$ cat src/rtl/assert_macros.svh
// Concurrent assertion helpers; bodies vanish in synthesis builds.
`ifndef ASSERT_MACROS_SVH
`define ASSERT_MACROS_SVH
`ifndef SYNTHESIS
`define ASSERT_SAME(label, clk, rst, a, c) \
  label: assert property (@(posedge clk) disable iff (rst) (a) |-> (c)) \
    else $error("assertion failed");
`define ASSERT_NEXT(label, clk, rst, a, c) \
  label: assert property (@(posedge clk) disable iff (rst) (a) |=> (c)) \
    else $error("assertion failed");
`else
`define ASSERT_SAME(label, clk, rst, a, c)
`define ASSERT_NEXT(label, clk, rst, a, c)
`endif
`endif

$ cat src/rtl/cpc_pkg.sv
package cpc_pkg;

  localparam int QW = 24;
  localparam logic [16:0] K_RESET = 17'd65536;
  localparam logic [16:0] K_MAX = 17'h1FFFF;
  localparam logic [23:0] EC_MAX = 24'hFFFFFF;

  localparam logic CFG_K_LOW = 1'b0;
  localparam logic CFG_K_HIGH = 1'b1;

  typedef enum logic [1:0] {OP_MEASURE, OP_ENTER, OP_CAL, OP_EXIT} op_t;

  typedef enum logic [2:0] {
    MSG_NEED_CAL, MSG_INSERT, MSG_LOW_BUF, MSG_HIGH_BUF, MSG_ERROR, MSG_SUCCESS
  } msg_t;

  typedef enum logic [1:0] {BUF_NONE, BUF_LOW, BUF_HIGH} buf_t;

  typedef enum logic [3:0] {
    ST_IDLE, ST_DECODE, ST_PROD, ST_RANGE, ST_PROD2, ST_PREP, ST_DIV,
    ST_DIV_WAIT, ST_APPLY
  } state_t;

  typedef struct packed {
    logic [1:0]  op;
    logic [15:0] voltage_dmv;
    logic [8:0]  temperature_dc;
  } in_t;

  typedef struct packed {
    logic [23:0] ec_value;
    logic        ec_saturated;
    logic        high_range_active;
    logic [2:0]  message_code;
    logic [1:0]  cal_step;
    logic        probe_calibrated;
    logic        save_low;
    logic        save_high;
    logic [16:0] saved_k;
  } out_t;

  typedef struct packed {
    logic capture;
    logic prod;
    logic range;
    logic prep;
    logic div_start;
    logic apply;
  } cmd_t;

  typedef struct packed {
    op_t  op;
    logic in_cal;
    logic do_div;
    logic div_done;
    logic out_free;
  } status_t;

  // raw conductivity is dmv / 1640 mS/cm
  function automatic buf_t buffer_of(input logic [15:0] dmv);
    buf_t b;
    b = BUF_NONE;
    if (dmv > 16'd1476 && dmv < 16'd3280) b = BUF_LOW;
    else if (dmv > 16'd14760 && dmv < 16'd27552) b = BUF_HIGH;
    return b;
  endfunction

endpackage

$ cat src/rtl/cpc_divider.sv
module cpc_divider #(
  parameter int DIV_W = 63
) (
  input  logic                  clk,
  input  logic                  rst,
  input  logic                  start,
  input  logic [DIV_W-1:0]      dividend,
  input  logic [DIV_W-1:0]      divisor,
  output logic                  done,
  output logic                  ovf,
  output logic [cpc_pkg::QW-1:0] quotient
);
  import cpc_pkg::*;

  localparam int CW = $clog2(QW);

  logic [DIV_W-1:0] rem;
  logic [DIV_W-1:0] dsh;
  logic [CW-1:0]    cnt;
  logic             busy;
  logic             ge;

  assign ge = rem >= dsh;

  always_ff @(posedge clk) begin
    if (rst) begin
      busy <= 1'b0;
      done <= 1'b0;
    end else if (start) begin
      busy <= 1'b1;
      done <= 1'b0;
    end else if (busy && cnt == '0) begin
      busy <= 1'b0;
      done <= 1'b1;
    end
  end

  always_ff @(posedge clk) begin
    if (start) begin
      rem <= dividend;
      dsh <= divisor << (QW - 1);
      ovf <= dividend >= (divisor << QW);
      cnt <= CW'(QW - 1);
    end else if (busy) begin
      // restoring step: one quotient bit per cycle, MSB first
      if (ge) rem <= rem - dsh;
      quotient <= {quotient[QW-2:0], ge};
      dsh <= dsh >> 1;
      cnt <= cnt - 1'b1;
    end
  end

endmodule

$ cat src/rtl/cpc_ctrl.sv
module cpc_ctrl (
  input  logic             clk,
  input  logic             rst,
  input  logic             in_valid,
  output logic             in_stall,
  input  cpc_pkg::status_t status,
  output cpc_pkg::cmd_t    cmd,
  output cpc_pkg::state_t  state
);
  import cpc_pkg::*;

  state_t state_next;

  always_ff @(posedge clk) begin
    if (rst) state <= ST_IDLE;
    else state <= state_next;
  end

  always_comb begin
    state_next = state;
    unique case (state)
      ST_IDLE:     if (in_valid) state_next = ST_DECODE;
      ST_DECODE: begin
        if (status.op == OP_MEASURE) state_next = ST_PROD;
        else if (status.op == OP_CAL && status.in_cal) state_next = ST_PROD;
        else state_next = ST_APPLY;
      end
      ST_PROD:     state_next = (status.op == OP_MEASURE) ? ST_RANGE : ST_PREP;
      ST_RANGE:    state_next = ST_PROD2;
      ST_PROD2:    state_next = ST_PREP;
      ST_PREP:     state_next = status.do_div ? ST_DIV : ST_APPLY;
      ST_DIV:      state_next = ST_DIV_WAIT;
      ST_DIV_WAIT: if (status.div_done) state_next = ST_APPLY;
      ST_APPLY:    if (status.out_free) state_next = ST_IDLE;
      default:     state_next = ST_IDLE;
    endcase
  end

  always_comb begin
    cmd = '0;
    in_stall = 1'b1;
    unique case (state)
      ST_IDLE: begin
        in_stall = 1'b0;
        cmd.capture = in_valid;
      end
      ST_PROD, ST_PROD2: cmd.prod = 1'b1;
      ST_RANGE:          cmd.range = 1'b1;
      ST_PREP:           cmd.prep = 1'b1;
      ST_DIV:            cmd.div_start = 1'b1;
      ST_APPLY:          cmd.apply = status.out_free;
      default:           cmd = '0;
    endcase
  end

endmodule

$ cat src/rtl/cpc_datapath.sv
module cpc_datapath #(
  parameter int K_FRAC_BITS = 16,
  parameter int DIV_W = 63
) (
  input  logic             clk,
  input  logic             rst,
  input  cpc_pkg::cmd_t    cmd,
  output cpc_pkg::status_t status,
  input  cpc_pkg::in_t     in_data,
  input  logic             cfg_write,
  input  logic             cfg_index,
  input  logic [16:0]      cfg_data,
  output logic             out_valid,
  input  logic             out_stall,
  output cpc_pkg::out_t    out_data
);
  import cpc_pkg::*;

  localparam logic [39:0] RANGE_UP = 40'(8200) << K_FRAC_BITS;
  localparam logic [39:0] RANGE_DN = 40'(3280) << K_FRAC_BITS;

  op_t         op;
  logic [15:0] dmv;
  logic [14:0] factor;
  logic [32:0] prod;
  logic [20:0] fac41;
  logic [34:0] cal_num;
  logic [34:0] cal_den;
  logic [DIV_W-1:0] dividend;
  logic [DIV_W-1:0] divisor;
  buf_t        buf_sel;
  logic        accept;

  logic        use_high;
  logic [16:0] k_low;
  logic [16:0] k_high;
  logic        in_cal;
  logic        cal_fin;
  logic        calib;
  logic [1:0]  step;
  logic [2:0]  msg;

  logic        use_high_next;
  logic [16:0] k_low_next;
  logic [16:0] k_high_next;
  logic        in_cal_next;
  logic        cal_fin_next;
  logic        calib_next;
  logic [1:0]  step_next;
  logic [2:0]  msg_next;
  out_t        res;

  buf_t        buf_now;
  logic [16:0] kcur;
  logic [19:0] b41;
  logic [36:0] num2;
  logic [36:0] den3;
  logic        acc_c;
  logic        div_done;
  logic        div_ovf;
  logic [QW-1:0] quot;
  logic [16:0] k_cal;

  assign buf_now = buffer_of(dmv);
  assign kcur = use_high ? k_high : k_low;
  assign b41 = (buf_now == BUF_HIGH) ? 20'd528080 : 20'd57933;
  assign num2 = {1'b0, cal_num, 1'b0};
  assign den3 = {2'b0, cal_den} + {1'b0, cal_den, 1'b0};
  assign acc_c = (num2 > 37'(cal_den)) && (num2 < den3);
  assign k_cal = (quot > QW'(K_MAX)) ? K_MAX : quot[16:0];

  cpc_divider #(.DIV_W(DIV_W)) u_div (
    .clk      (clk),
    .rst      (rst),
    .start    (cmd.div_start),
    .dividend (dividend),
    .divisor  (divisor),
    .done     (div_done),
    .ovf      (div_ovf),
    .quotient (quot)
  );

  assign status.op = op;
  assign status.in_cal = in_cal;
  assign status.do_div = (op == OP_MEASURE) || (buf_now != BUF_NONE && acc_c);
  assign status.div_done = div_done;
  assign status.out_free = !out_valid || !out_stall;

  always_ff @(posedge clk) begin
    if (cmd.capture) begin
      op <= op_t'(in_data.op);
      dmv <= in_data.voltage_dmv;
      factor <= 15'(17'd10750 + 17'd37 * 17'(in_data.temperature_dc));
    end
    if (cmd.prod) begin
      prod <= 33'(dmv) * 33'(kcur);
      fac41 <= 21'(factor) * 21'd41;
      cal_num <= 35'(b41) * 35'(factor);
      cal_den <= 35'(dmv) * 35'd500000;
    end
    if (cmd.prep) begin
      buf_sel <= buf_now;
      accept <= acc_c;
      // round to nearest: (2n + d) / 2d
      if (op == OP_MEASURE) begin
        dividend <= ((DIV_W'(prod) * DIV_W'(500)) << 17)
                    + (DIV_W'(fac41) << K_FRAC_BITS);
        divisor <= DIV_W'({fac41, 1'b0}) << K_FRAC_BITS;
      end else begin
        dividend <= (DIV_W'(cal_num) << (K_FRAC_BITS + 1)) + DIV_W'(cal_den);
        divisor <= DIV_W'({cal_den, 1'b0});
      end
    end
    if (cmd.apply) out_data <= res;
  end

  always_comb begin
    use_high_next = use_high;
    k_low_next = k_low;
    k_high_next = k_high;
    in_cal_next = in_cal;
    cal_fin_next = cal_fin;
    calib_next = calib;
    step_next = step;
    msg_next = msg;
    res = '0;
    unique case (op)
      OP_MEASURE: begin
        res.ec_value = div_ovf ? EC_MAX : quot;
        res.ec_saturated = div_ovf;
      end
      OP_ENTER: begin
        in_cal_next = 1'b1;
        cal_fin_next = 1'b0;
        msg_next = MSG_INSERT;
        step_next = 2'd1;
      end
      OP_CAL: begin
        if (in_cal) begin
          if (buf_sel == BUF_NONE) begin
            cal_fin_next = 1'b0;
            msg_next = MSG_ERROR;
          end else if (accept) begin
            if (buf_sel == BUF_LOW) k_low_next = k_cal;
            else k_high_next = k_cal;
            cal_fin_next = 1'b1;
            calib_next = 1'b1;
            msg_next = MSG_SUCCESS;
            step_next = 2'd2;
          end else begin
            cal_fin_next = 1'b0;
            calib_next = 1'b0;
            msg_next = MSG_ERROR;
            step_next = 2'd0;
          end
        end
      end
      OP_EXIT: begin
        if (in_cal) begin
          if (cal_fin) begin
            if (buf_now == BUF_LOW) begin
              res.save_low = 1'b1;
              res.saved_k = k_low;
            end else if (buf_now == BUF_HIGH) begin
              res.save_high = 1'b1;
              res.saved_k = k_high;
            end
          end
          cal_fin_next = 1'b0;
          in_cal_next = 1'b0;
        end
      end
      default: res = '0;
    endcase
    res.high_range_active = use_high_next;
    res.message_code = msg_next;
    res.cal_step = step_next;
    res.probe_calibrated = calib_next;
  end

  always_ff @(posedge clk) begin
    if (rst) begin
      use_high <= 1'b0;
      k_low <= K_RESET;
      k_high <= K_RESET;
      in_cal <= 1'b0;
      cal_fin <= 1'b0;
      calib <= 1'b0;
      step <= 2'd0;
      msg <= MSG_NEED_CAL;
    end else begin
      // hysteresis on the product with the constant in use: up above 2.5, down below 2.0
      if (cmd.range) begin
        if ({7'b0, prod} << 1 > RANGE_UP) use_high <= 1'b1;
        else if (40'(prod) < RANGE_DN) use_high <= 1'b0;
      end
      if (cmd.apply) begin
        use_high <= use_high_next;
        k_low <= k_low_next;
        k_high <= k_high_next;
        in_cal <= in_cal_next;
        cal_fin <= cal_fin_next;
        calib <= calib_next;
        step <= step_next;
        msg <= msg_next;
      end
      if (cfg_write) begin
        if (cfg_index == CFG_K_LOW) k_low <= cfg_data;
        else k_high <= cfg_data;
      end
    end
  end

  always_ff @(posedge clk) begin
    if (rst) out_valid <= 1'b0;
    else if (cmd.apply) out_valid <= 1'b1;
    else if (!out_stall) out_valid <= 1'b0;
  end

endmodule

$ cat src/rtl/conductivity_probe_converter_core.sv
// channel | direction | handshake            | payload
// in      | input     | in_valid / in_stall  | cpc_pkg::in_t (op, voltage, temperature)
// out     | output    | out_valid / out_stall| cpc_pkg::out_t
// cfg     | input     | cfg_valid / cfg_ready| cfg_index (0 k_low, 1 k_high), cfg_data
// Measure runs decode, product, range update, second product, division prep, divider
// start and a wait on the 24 quotient bits and done; apply registers the beat. Calibrate
// with an accepted K skips range update and second product, else also the divider;
// enter, exit and calibrate outside calibration go from decode to apply. in_stall is
// high from accept until the result is registered; a stalled result holds the apply
// cycle. Synchronous reset clears control state and loads both cell constants with 1.0.
module conductivity_probe_converter_core #(
  parameter int K_FRAC_BITS = 16
) (
  input  logic           clk,
  input  logic           rst,
  input  logic           in_valid,
  output logic           in_stall,
  input  cpc_pkg::in_t   in_data,
  output logic           out_valid,
  input  logic           out_stall,
  output cpc_pkg::out_t  out_data,
  input  logic           cfg_valid,
  output logic           cfg_ready,
  input  logic           cfg_index,
  input  logic [16:0]    cfg_data
);
  import cpc_pkg::*;

`include "assert_macros.svh"

  localparam int DIV_W = (K_FRAC_BITS + 47 > 60) ? K_FRAC_BITS + 47 : 60;

  cmd_t    cmd;
  status_t status;
  state_t  state;

  assign cfg_ready = 1'b1;

  cpc_ctrl u_ctrl (
    .clk      (clk),
    .rst      (rst),
    .in_valid (in_valid),
    .in_stall (in_stall),
    .status   (status),
    .cmd      (cmd),
    .state    (state)
  );

  cpc_datapath #(.K_FRAC_BITS(K_FRAC_BITS), .DIV_W(DIV_W)) u_dp (
    .clk       (clk),
    .rst       (rst),
    .cmd       (cmd),
    .status    (status),
    .in_data   (in_data),
    .cfg_write (cfg_valid && cfg_ready),
    .cfg_index (cfg_index),
    .cfg_data  (cfg_data),
    .out_valid (out_valid),
    .out_stall (out_stall),
    .out_data  (out_data)
  );

  `ASSERT_NEXT(a_accept_blocks, clk, rst, in_valid && !in_stall, in_stall)
  `ASSERT_NEXT(a_div_restart, clk, rst, cmd.div_start, !status.div_done)
  `ASSERT_NEXT(a_apply_shows, clk, rst, cmd.apply, out_valid)
  `ASSERT_SAME(a_wait_busy, clk, rst, state == ST_DIV_WAIT, in_stall && !cmd.apply)

endmodule

$ cat config.mk
export PLATFORM = sky130hd
export DESIGN_NAME = conductivity_probe_converter_core
export DESIGN_NICKNAME = d
export VERILOG_FILES = /design/src/rtl/cpc_pkg.sv /design/src/rtl/cpc_divider.sv /design/src/rtl/cpc_ctrl.sv /design/src/rtl/cpc_datapath.sv /design/src/rtl/conductivity_probe_converter_core.sv
export VERILOG_INCLUDE_DIRS = /design/src /design/src/rtl
export SDC_FILE = /design/constraint.sdc
export NUM_CORES = 2
export LEC_CHECK = 0
export BUFFER_PORTS_ARGS = -buffer_cell sky130_fd_sc_hd__clkbuf_2
export CORE_UTILIZATION = 65
export DETAILED_ROUTE_END_ITERATION = 10
export PLACE_DENSITY = 0.81
export SLEW_MARGIN = 25
export SYNTH_ARGS = -nofsm -noshare
export SYNTH_HDL_FRONTEND = slang
export SYNTH_SLANG_ARGS = --single-unit
$ cat constraint.sdc
create_clock -name clk -period 16 [get_ports clk]
set_input_delay 0.8 -clock clk [delete_from_list [all_inputs] [get_ports clk]]
set_output_delay 0.8 -clock clk [all_outputs]
set_load 0.02 [all_outputs]
==> reports/results.ini <==
[floorplan]
dieWidth_um=293
die_h_um=293
io_pins=104
start_util_pct=65.7
die_area_um2=85800
fp-row-count=106
coreArea_um2=83700

[cells_and_area]
stdcell_area_um2=58600
nets=7100
syn2layout_area_growth_pct=6.53
fin_util_pct=70.0
drive_gt1_share_pct=5.49
n_antenna_cell=0
instances_no_fill=6895

[logic_synthesis]
yosysMostFrequentCell=inv_1
ys_seq_area_share_pct=25.1
ys.warnings.count=0
synthesis.area_um2=55000
netlist.area_leader.share_pct=22.2
yosys-top-cells-area=edfxtp_1 22%, fa_1 20%, ha_1 18%
synth_cell_type_count=97
synth_top_flop_cell=edfxtp_1
yosys-top-cells-count=822 x inv_1, 795 x ha_1, 540 x fa_1, 467 x nor2_1, 434 x nand2_1
synthesis.instances=5662
yosysTopAreaCell=edfxtp_1
synth_edf_count=407
postSynthAreaPerCell_um2=9.72
async_reset_ff_share_pct=0
ys_ff_latch=485

[drt]
ant_nets=0
drt-total-wl_um=140000
first_pass_iters=6
drc=0
num_vias=41484
drtIter0Drc=3634
vias_per_cell=6.02
avgRoutedWirePerCell_um=20.3

[clock_tree]
postCtsHoldBufs=0
cts_tree=built
cts-resized-gates=0
clock_sinks=485
cts-root-buf=clkbuf_16
cts-htree-levels=2
clk_latency_ns=0.63
cts.reportedPaths.clkPinSlew_ns=0.06
clock_path_buffers=3
cts_made_buffers=56
postCtsSetupRepairBufs=0

[hold_path]
holdPathEnd=u_dp.op[1]
hold_path_startpoint=in_data[26]
hold_depth=1
hold_class=in -> reg

[timing]
fmax_ghz=0.0965
finalSetupViolations=0
timing.final.crit_share_pct=64.8
drv_slew=0
min_period_ns=10.36
finalClockSkew_ns=0.0322
rsz0062_at_grt=false
hold_viol=0
fin_setup_tns_ns=0
relSlewSlack_pct=27.0
worstMarginPinSlew_ns=1.09

[global_routing]
gr-total-overflow=0
grt_pass1_wl_um=222000
grt_max_degree=95
grt.total_usage_pct=32.9
grt_pass1_vias=41234
antenna_found_initial=2

[flow_run]
cap_violations=0

[run_status]
status=finished, final reports clean

[critical_path]
max_stage_delay_ns=1.05
crit_type=reg -> reg
worst_setup_path_end_kind=flop
r2r-end=u_dp.cal_num[32]
timing.critical_path.mode_cell=inv_1
reg2reg_depth=30
start_kind=flop
crit_fanout=22
worstPathArrival_ns=10.73
r2r_setup_slack_ns=5.64
r2r-start=u_dp.dmv[2]
cp_slowest_cell=edfxtp_1
required_ns=16.37

[placed_design]
dpl-instance-area_um2=56700
place_congestion=0.971
dpl.cell_count=6791
io_buffers=102
dp_hpwl_um=113000

==> cell type report <==
cell class | instances | area, um2
clock buffer | 71 | 1490
clock inverter | 33 | 397
fill | 6334 | 25100
inverter | 824 | 3090
multi-input combinational | 4209 | 37600
sequential | 485 | 13800
tap | 1134 | 1420
timing repair buffer | 139 | 788
==> cells by family (layout without fill, tap and decap cells) <==
logic type,after synthesis,after routing,share of synthesized area [%]
AND/OR/NAND/NOR,1448,1448,12.4
adder cells (fa/ha/maj),1335,1335,37.7
AO/OA/AOI/OAI,1094,1094,12.8
flip-flops,485,485,25.1
buffers and inverters,976,1067,6.69
XOR/XNOR,255,255,4.09
multiplexers,67,67,1.26
other,2,10,0.0137
==> how the worst max path moves through the flow <==
stage	from	slack, ns	to	depth (start not counted)
after floorplan	u_ctrl.state[1]	6.52	u_dp.cal_den[10]	3
after global placement	u_dp.dmv[2]	6.10	u_dp.cal_num[34]	30
after detailed placement	u_dp.dmv[2]	5.87	u_dp.cal_num[34]	30
after CTS	u_dp.dmv[2]	5.84	u_dp.cal_num[34]	30
after global routing	u_dp.dmv[2]	5.08	u_dp.cal_num[32]	30
final	u_dp.dmv[2]	5.64	u_dp.cal_num[32]	30
==> registers in the layout, indices dropped and copies added (netlist names), 5 cells and up <==
| name | count |
|---|---|
| u_dp.u_div.rem | 63 |
| u_dp.k_low | 17 |
| u_dp.factor | 15 |
| u_dp.prod | 33 |
| u_dp.u_div.quotient | 24 |
| u_dp.dmv | 16 |
| u_dp.out_data | 51 |
| u_dp.u_div.dsh | 61 |
| u_dp.k_high | 17 |
| u_dp.cal_num | 35 |
| u_dp.fac41 | 21 |
| u_dp.divisor | 32 |
| u_dp.dividend | 43 |
| u_dp.u_div.cnt | 5 |
| u_dp.cal_den | 30 |
==> cell usage in the layout, fill, tap and decap left out, types with 139 or more instances in the layout <==
cell type,count
a21o_1,139
a21oi_1,340
edfxtp_1,407
fa_1,540
ha_1,794
inv_1,822
nand2_1,434
nor2_1,465
o21ai_0,221
xnor2_1,171
==> per-stage QoR <==
| step | setup slack, ns | hold WS, ns |
|---|---|---|
| after global placement | 6.10 | 0.460 |
| after floorplan | 6.52 | 0.441 |
| after CTS | 5.84 | 0.316 |
| final | 5.64 | 0.344 |
| after detailed placement | 5.87 | 0.465 |
| after global routing | 5.08 | 0.333 |
==> critical path, delay by kind of cell (launching register included) <==
family	cells	cell delay, ns
xor gates and xnor gates	1	0.08
AOI/OAI and AO/OA	10	2.89
DFF	1	1.05
and+or+nand+nor	5	1.58
buffers and inverters	6	0.93
adders and majority gates	8	3.54
==> routing by layer <==
metal  GRT usage, %  share of wire (%)  vias up
met2           53.2                 46     1658
met4           8.85                2.8        2
met5              0             0.0093        -
li1               -                  -    19430
met3           5.85                8.7      227
met1           45.7                 43    20167
Power is not shown: default switching activity piles up to over one toggle a cycle in this logic, so the estimate is an artifact.
